[src/rtl/core/green_lagrange_strain_2d_defines.svh]
// assertion macros for the green-lagrange strain block
`ifndef GREEN_LAGRANGE_STRAIN_2D_DEFINES_SVH
`define GREEN_LAGRANGE_STRAIN_2D_DEFINES_SVH
`ifndef ASSERT_OFF
// implication checked every cycle outside reset
`define GLS_ASSERT(lbl, clk, rstn, prop, msg) \
    lbl: assert property (@(posedge clk) disable iff (!rstn) prop) else $error(msg);
// next-cycle implication, also checked while reset is held
`define GLS_ASSERT_NEXT(lbl, clk, ante, cons, msg) \
    lbl: assert property (@(posedge clk) ante |=> cons) else $error(msg);
`else
`define GLS_ASSERT(lbl, clk, rstn, prop, msg)
`define GLS_ASSERT_NEXT(lbl, clk, ante, cons, msg)
`endif
`endif

[src/rtl/core/gls_pkg.sv]
// shared constants and request/result types for the green-lagrange strain block
package gls_pkg;

    localparam int DATA_WIDTH_DEF = 32;
    localparam int FRAC_BITS_DEF  = 16;
    localparam int FIELD_W        = 32;

    typedef struct packed {
        logic signed [FIELD_W-1:0] disp_n0_x;
        logic signed [FIELD_W-1:0] disp_n0_y;
        logic signed [FIELD_W-1:0] disp_n1_x;
        logic signed [FIELD_W-1:0] disp_n1_y;
        logic signed [FIELD_W-1:0] disp_n2_x;
        logic signed [FIELD_W-1:0] disp_n2_y;
        logic signed [FIELD_W-1:0] grad_n0_x;
        logic signed [FIELD_W-1:0] grad_n0_y;
        logic signed [FIELD_W-1:0] grad_n1_x;
        logic signed [FIELD_W-1:0] grad_n1_y;
        logic signed [FIELD_W-1:0] grad_n2_x;
        logic signed [FIELD_W-1:0] grad_n2_y;
    } t_gls_req;

    typedef struct packed {
        logic signed [FIELD_W-1:0] def_grad_xx;
        logic signed [FIELD_W-1:0] def_grad_xy;
        logic signed [FIELD_W-1:0] def_grad_yx;
        logic signed [FIELD_W-1:0] def_grad_yy;
        logic signed [FIELD_W-1:0] strain_xx;
        logic signed [FIELD_W-1:0] strain_xy;
        logic signed [FIELD_W-1:0] strain_yx;
        logic signed [FIELD_W-1:0] strain_yy;
        logic                      saturated;
    } t_gls_res;

endpackage

[src/rtl/core/gls_prod.sv]
// registered fixed point product with floor shift and saturation
module gls_prod #(
    parameter int DW = gls_pkg::DATA_WIDTH_DEF,
    parameter int FB = gls_pkg::FRAC_BITS_DEF
) (
    input  logic                 i_clk,
    input  logic signed [DW-1:0] i_a,
    input  logic signed [DW-1:0] i_b,
    output logic signed [DW-1:0] o_q,
    output logic                 o_sat
);

    localparam logic signed [2*DW-1:0] L_MAX = {{(DW+1){1'b0}}, {(DW-1){1'b1}}};
    localparam logic signed [2*DW-1:0] L_MIN = {{(DW+1){1'b1}}, {(DW-1){1'b0}}};

    logic signed [2*DW-1:0] r_prod;
    logic signed [2*DW-1:0] w_sh;

    always_ff @(posedge i_clk) begin
        r_prod <= (2*DW)'(i_a) * (2*DW)'(i_b);
    end

    // arithmetic shift gives floor toward minus infinity
    assign w_sh = r_prod >>> FB;

    always_comb begin
        if (w_sh > L_MAX) begin
            o_q   = L_MAX[DW-1:0];
            o_sat = 1'b1;
        end else if (w_sh < L_MIN) begin
            o_q   = L_MIN[DW-1:0];
            o_sat = 1'b1;
        end else begin
            o_q   = w_sh[DW-1:0];
            o_sat = 1'b0;
        end
    end

endmodule

[config.mk]
export PLATFORM = sky130hd
export DESIGN_NAME = gls_prod
export DESIGN_NICKNAME = d
export VERILOG_FILES = /design/src/rtl/core/green_lagrange_strain_2d_defines.svh /design/src/rtl/core/gls_pkg.sv /design/src/rtl/core/gls_prod.sv
export SDC_FILE = /design/constraint.sdc
export NUM_CORES = 2
export LEC_CHECK = 0
export BUFFER_PORTS_ARGS = -buffer_cell sky130_fd_sc_hd__buf_2
export CORE_ASPECT_RATIO = 0.8
export CORE_MARGIN = 1.5
export CORE_UTILIZATION = 50
export DETAILED_ROUTE_END_ITERATION = 8
export PLACE_DENSITY = 0.66
export SYNTH_ARGS = -nofsm -noshare
export SYNTH_HDL_FRONTEND = slang
export SYNTH_SLANG_ARGS = --single-unit
[constraint.sdc]
create_clock -name i_clk -period 14.4 [get_ports i_clk]
set_input_delay 2.16 -clock i_clk [delete_from_list [all_inputs] [get_ports i_clk]]
set_output_delay 2.16 -clock i_clk [all_outputs]
set_load 0.005 [all_outputs]
* After elaboration in Yosys (flattened, before gate mapping)
Index checks and enable logic that the tools add are counted.
** Storage, ports and cells
- Bits in registers :: 64
- Latch bits :: 0
- Memory bits (writable) :: 0
- Bits in read-only memories :: 0
- Bits of input ports :: 65
- Output and inout port bits :: 33
- Memories :: 0
** Cells by class
- Add/sub/neg operators :: 0
- Multipliers :: 1
- Div/mod/pow operators :: 0
- $lt $le $gt $ge :: 2
- Equal/unequal tests :: 0
- Shift operators :: 0
- Multiplexer cells :: 4
- Bitwise logic cells :: 0
- Reductions and logical operators :: 0
** Operator list (count)
- multiplier 32 x 32 -> 64 bit :: 1
- two-way mux 32 bit :: 2
- > comparator 48 x 32 -> 1 bit, second input constant :: 1
- < comparator 48 x 32 -> 1 bit, second input constant :: 1
- two-way mux 1 bit :: 2

* Depth between registers and ports, before layout
- Word-level depth :: 3
- Depth in mapped cells :: 28
- Gate-level depth less buffers :: 26

* Least setup slack after synthesis
No wires, ideal clock.
- Path type :: input -> register
- From :: input i_a[31]
- To :: register r_prod[63]
- Data arrival time :: 9.437 ns
- Data required time :: 14.328 ns
- Path slack :: 4.891 ns
- Cell stages on the path :: 28
- Buffers on the path :: 2
- Path through :: clkbuf_1 nand2_1 inv_1 fa_1 inv_1 fa_1 inv_1 fa_1 fa_1 inv_1 fa_1 inv_1 fa_1 inv_1 fa_1 inv_1 fa_1 ha_1 clkbuf_1 a21o_1 a21o_1 a221oi_1 o21ai_0 a21oi_1 o21ai_0 a211o_1 a21oi_1 xnor2_1
** On the way
- Cells in the longest elaborated chain, start to end :: 1
** Ends and longest elaborated chain
- start: declaration :: RTL line gls_prod.sv:7 : input logic signed [DW-1:0] i_a,
- multiplier 32 x 32 -> 64 bit :: RTL line gls_prod.sv:20 : r_prod <= (2*DW)'(i_a) * (2*DW)'(i_b);
- end signal: assignment :: RTL line gls_prod.sv:20
- end: declaration :: RTL line gls_prod.sv:16 : logic signed [2*DW-1:0] r_prod;
No other way between the ends.

* Final worst setup path
- From :: input i_b[5]
- To :: register r_prod[63]
** On the way
- Cells in the longest elaborated chain, start to end :: 1
** Ends and longest elaborated chain
- start: declaration :: RTL line gls_prod.sv:8 : input logic signed [DW-1:0] i_b,
- multiplier 32 x 32 -> 64 bit :: RTL line gls_prod.sv:20
No other way between the ends.

==> report_table.html <==
<table>
<tr><th>Metric</th><th>Value</th></tr>
<tr><th colspan="2">Yosys</th></tr>
<tr><td>Synth warn</td><td>0</td></tr>
<tr><td>Nets in the synthesized netlist</td><td>5262</td></tr>
<tr><td>Fraction of registers with async set/reset</td><td>0</td></tr>
<tr><td>Synth unique cells</td><td>67</td></tr>
<tr><td>Number of flip-flops and latches in the synthesized netlist</td><td>48</td></tr>
<tr><td>Proportion of netlist area held by the largest area contributor</td><td>0.5824</td></tr>
<tr><td>Mapped Area</td><td>37160 µm²</td></tr>
<tr><td>Mapped Cells</td><td>3936</td></tr>
<tr><td>Top flip-flop cell by instance count after synthesis</td><td>sky130_fd_sc_hd__dfxtp_1</td></tr>
<tr><td>Mean post-synth cell area</td><td>9.441 µm²</td></tr>
<tr><td>Ranking of synthesized cells by instance count</td><td>sky130_fd_sc_hd__fa_1 (1081), sky130_fd_sc_hd__inv_1 (975), sky130_fd_sc_hd__nand2_1 (526)</td></tr>
<tr><td>Most common cell in the synthesized netlist</td><td>sky130_fd_sc_hd__fa_1</td></tr>
<tr><td>Cell taking the most area after synthesis</td><td>sky130_fd_sc_hd__fa_1</td></tr>
<tr><td>Sequential fraction of the synthesis area</td><td>0.02586</td></tr>
<tr><td>Area contributors post-synth</td><td>sky130_fd_sc_hd__fa_1 (58%), sky130_fd_sc_hd__inv_1 (9.8%), sky130_fd_sc_hd__and2_1 (8.6%)</td></tr>
<tr><td>Number of enable flip-flop cells after synthesis</td><td>0</td></tr>
<tr><th colspan="2">Final layout</th></tr>
<tr><td>Area of combinational cells with multiple inputs</td><td>31760 µm²</td></tr>
<tr><td>Count of inserted antenna diode cells</td><td>0</td></tr>
<tr><td>Register cell area after layout</td><td>960.9 µm²</td></tr>
<tr><td>Largest registers</td><td>r_prod x48</td></tr>
<tr><td>Flip-flop count of the largest register after layout</td><td>48</td></tr>
<tr><td>Post-synthesis to final-layout area growth</td><td>3.394%</td></tr>
<tr><td>Fill cells</td><td>6764</td></tr>
<tr><td>Share of cells above drive strength 1</td><td>0.03797</td></tr>
<tr><td>Net count reported at finish</td><td>5170</td></tr>
<tr><td>Largest register by flop count</td><td>r_prod</td></tr>
<tr><th colspan="2">Floorplanning</th></tr>
<tr><td>Die area</td><td>75970 µm²</td></tr>
<tr><td>Standard cell core area</td><td>73610 µm²</td></tr>
<tr><td>Starting density of the core</td><td>0.5048</td></tr>
<tr><td>FP Rows</td><td>89</td></tr>
<tr><td>Vertical die dimension</td><td>246.8 µm</td></tr>
<tr><td>I/O pin count</td><td>98</td></tr>
<tr><td>DIE WIDTH</td><td>307.8 µm</td></tr>
<tr><th colspan="2">Clock tree</th></tr>
<tr><td>Post-CTS setup buffers</td><td>0</td></tr>
<tr><td>Number of H-tree levels</td><td>2</td></tr>
<tr><td>Count of hold-fix buffers inserted at cts</td><td>0</td></tr>
<tr><td>Clock tree root buffer cell</td><td>sky130_fd_sc_hd__clkbuf_16</td></tr>
<tr><td>CTS tree</td><td>done</td></tr>
<tr><td>Number of buffers on the longest clock path</td><td>2</td></tr>
<tr><td>Number of resized instances in the post-cts repair step</td><td>0</td></tr>
<tr><td>Num Clock Sinks</td><td>48</td></tr>
<tr><td>CTS clock-pin slew for the worst setup and hold paths</td><td>0.07 ns</td></tr>
<tr><td>TritonCTS Buffers</td><td>5</td></tr>
<tr><th colspan="2">Timing</th></tr>
<tr><td>Count of endpoints failing hold in the final timing report</td><td>0</td></tr>
<tr><td>Setup repair after global routing missed its margin</td><td>false</td></tr>
<tr><td>Measured slew at the worst slew-check pin</td><td>0.9332 ns</td></tr>
<tr><td>Ratio of final minimum period to clock period</td><td>0.7181</td></tr>
<tr><td>Smallest hold slack</td><td>2.953 ns</td></tr>
<tr><td>Maximum clock frequency</td><td>96.70 MHz</td></tr>
<tr><td>Max Slew Vio Count</td><td>0</td></tr>
<tr><td>Headroom to the max-slew limit</td><td>0.3779</td></tr>
<tr><td>Final critical-path required period</td><td>10.34 ns</td></tr>
<tr><td># setup viols final</td><td>0</td></tr>
<tr><td>Aggregate negative setup slack</td><td>0 ns</td></tr>
<tr><th colspan="2">Detailed routing</th></tr>
<tr><td>Per-cell routed wire length</td><td>19.37 µm</td></tr>
<tr><td>Number of antenna-violating nets in the routed design</td><td>0</td></tr>
<tr><td>Vias per Instance</td><td>5.202</td></tr>
<tr><td>TritonRoute pass-1 iters</td><td>8</td></tr>
<tr><td>Wire length reported by the detailed router</td><td>93880 µm</td></tr>
<tr><td>Final routed DRC violation total</td><td>0</td></tr>
<tr><td>Total number of vias</td><td>25.21k</td></tr>
<tr><td>Detailed Route Iter0 Violations</td><td>1886</td></tr>
<tr><th colspan="2">GRT</th></tr>
<tr><td>Global-route wire length before repair</td><td>156000 µm</td></tr>
<tr><td>Number of global-route vias before repair</td><td>27.17k</td></tr>
<tr><td>All-layer global routing usage</td><td>0.2666</td></tr>
<tr><td>Largest net degree at the start of global routing</td><td>33</td></tr>
<tr><td>Number of antenna violations at the first check in global routing</td><td>4</td></tr>
<tr><td>Total congestion overflow after global routing</td><td>0</td></tr>
<tr><th colspan="2">Run</th></tr>
<tr><td>Maxcap violations</td><td>0</td></tr>
<tr><th colspan="2">Setup path</th></tr>
<tr><td>Sort of element at the end of the critical path</td><td>flop</td></tr>
<tr><td>Maximum net fanout on the critical path</td><td>32</td></tr>
<tr><td>Category of the critical setup timing path</td><td>input pin to flop</td></tr>
<tr><td>Worst Path Arrival</td><td>10.57 ns</td></tr>
<tr><td>Endpoint required time on the critical path</td><td>14.63 ns</td></tr>
<tr><td>Kind of start point of the critical path</td><td>input pin</td></tr>
<tr><th colspan="2">Run status</th></tr>
<tr><td>Outcome</td><td>finished, final reports clean</td></tr>
<tr><th colspan="2">Min path</th></tr>
<tr><td>Hold path depth</td><td>2</td></tr>
<tr><td>Hold worst-path end</td><td>o_q[8]</td></tr>
<tr><td>Path category of the worst min-delay check</td><td>flop to primary output</td></tr>
<tr><td>Startpoint of the worst hold path</td><td>r_prod[24]</td></tr>
<tr><th colspan="2">Place</th></tr>
<tr><td>Estimated wirelength of the detail-placed design</td><td>78020 µm</td></tr>
<tr><td>Final Wtd Congestion</td><td>0.8846</td></tr>
<tr><td>Count of buffers from port buffering</td><td>97</td></tr>
</table>
==> layout make-up <==
class / count / share of cell area
Clock inverter: 3 / 0.001791
Multi-Input combinational cell: 2703 / 0.8267
Sequential cell: 48 / 0.02501
Tap cell: 1001 / 0.03260
Inverter: 975 / 0.09526
Timing Repair Buffer: 111 / 0.01537
Clock buffer: 5 / 0.003257
==> cell families after synthesis <==
group | synth area share
buffers and inverters | 0.1198
AOI/OAI and AO/OA | 0.03916
and+or+nand+nor | 0.1585
DFF | 0.02586
adders and majority gates | 0.6430
xor gates and xnor gates | 0.01367
==> cell usage in the layout (no fill, tap or decap), types with 12 or more instances in the layout <==
master	n
sky130_fd_sc_hd__fa_1	1081
sky130_fd_sc_hd__inv_1	975
sky130_fd_sc_hd__nand2_1	526
sky130_fd_sc_hd__and2_1	510
sky130_fd_sc_hd__ha_1	180
sky130_fd_sc_hd__buf_2	97
sky130_fd_sc_hd__nor2_1	56
sky130_fd_sc_hd__a21o_1	54
sky130_fd_sc_hd__a21oi_1	52
sky130_fd_sc_hd__dfxtp_1	48
sky130_fd_sc_hd__xnor2_1	41
sky130_fd_sc_hd__o21ai_0	27
sky130_fd_sc_hd__nand3_1	18
sky130_fd_sc_hd__xor2_1	17
sky130_fd_sc_hd__nand4_1	15
sky130_fd_sc_hd__buf_4	14
sky130_fd_sc_hd__o21bai_1	13
sky130_fd_sc_hd__nand2b_1	12
==> worst max path at each step <==
stage	startpoint	to	slack, ns	cells after the start
6_report	i_b[5]	r_prod[63]	4.06	27
2_1_floorplan	i_a[31]	r_prod[63]	4.89	28
4_1_cts	i_b[5]	r_prod[63]	4.10	27
3_5_place_dp	i_b[5]	r_prod[63]	3.80	27
3_3_place_gp	i_b[5]	r_prod[63]	3.85	27
5_1_grt	i_b[5]	r_prod[63]	3.61	27
==> through the flow <==
step	utilization	cell area (µm²)	instances	setup WS, ns
2_1_floorplan	-	37160	3936	4.891
3_3_place_gp	0.5193	38230	4838	3.853
3_5_place_dp	0.5193	38230	4838	3.799
4_1_cts	0.5220	38420	4846	4.100
5_1_grt	0.5220	38420	4846	3.613
6_report	0.5220	38420	4846	4.059
==> critical path, cell delays in order <==
cell	delay, ns
sky130_fd_sc_hd__buf_2	0.52
sky130_fd_sc_hd__nand2_1	0.26
sky130_fd_sc_hd__inv_1	0.15
sky130_fd_sc_hd__fa_1	0.39
sky130_fd_sc_hd__inv_1	0.24
sky130_fd_sc_hd__fa_1	0.46
sky130_fd_sc_hd__inv_1	0.22
sky130_fd_sc_hd__fa_1	0.50
sky130_fd_sc_hd__fa_1	0.92
sky130_fd_sc_hd__inv_1	0.41
sky130_fd_sc_hd__fa_1	0.58
sky130_fd_sc_hd__inv_1	0.05
sky130_fd_sc_hd__fa_1	0.52
sky130_fd_sc_hd__inv_1	0.05
sky130_fd_sc_hd__fa_1	0.47
sky130_fd_sc_hd__inv_1	0.05
sky130_fd_sc_hd__fa_1	0.45
sky130_fd_sc_hd__ha_1	0.38
sky130_fd_sc_hd__a21oi_1	0.19
sky130_fd_sc_hd__o21ai_0	0.18
sky130_fd_sc_hd__a221oi_1	0.31
sky130_fd_sc_hd__o21ai_0	0.12
sky130_fd_sc_hd__a21oi_1	0.21
sky130_fd_sc_hd__o21ai_0	0.12
sky130_fd_sc_hd__a211o_1	0.30
sky130_fd_sc_hd__a21oi_1	0.18
sky130_fd_sc_hd__xnor2_1	0.13
==> per-layer routing <==
metal | track usage | share of wire | vias up
met5 | 0 | 0.00026 | -
met4 | 0.03361 | 0.0084 | 4
met3 | 0.08716 | 0.12 | 58
met2 | 0.3574 | 0.40 | 1033
met1 | 0.4246 | 0.47 | 13100
li1 | - | - | 11020
Power is left out: the tool's default activity adds up to more than one toggle a clock period on the data nets, which glitch-free logic cannot reach.
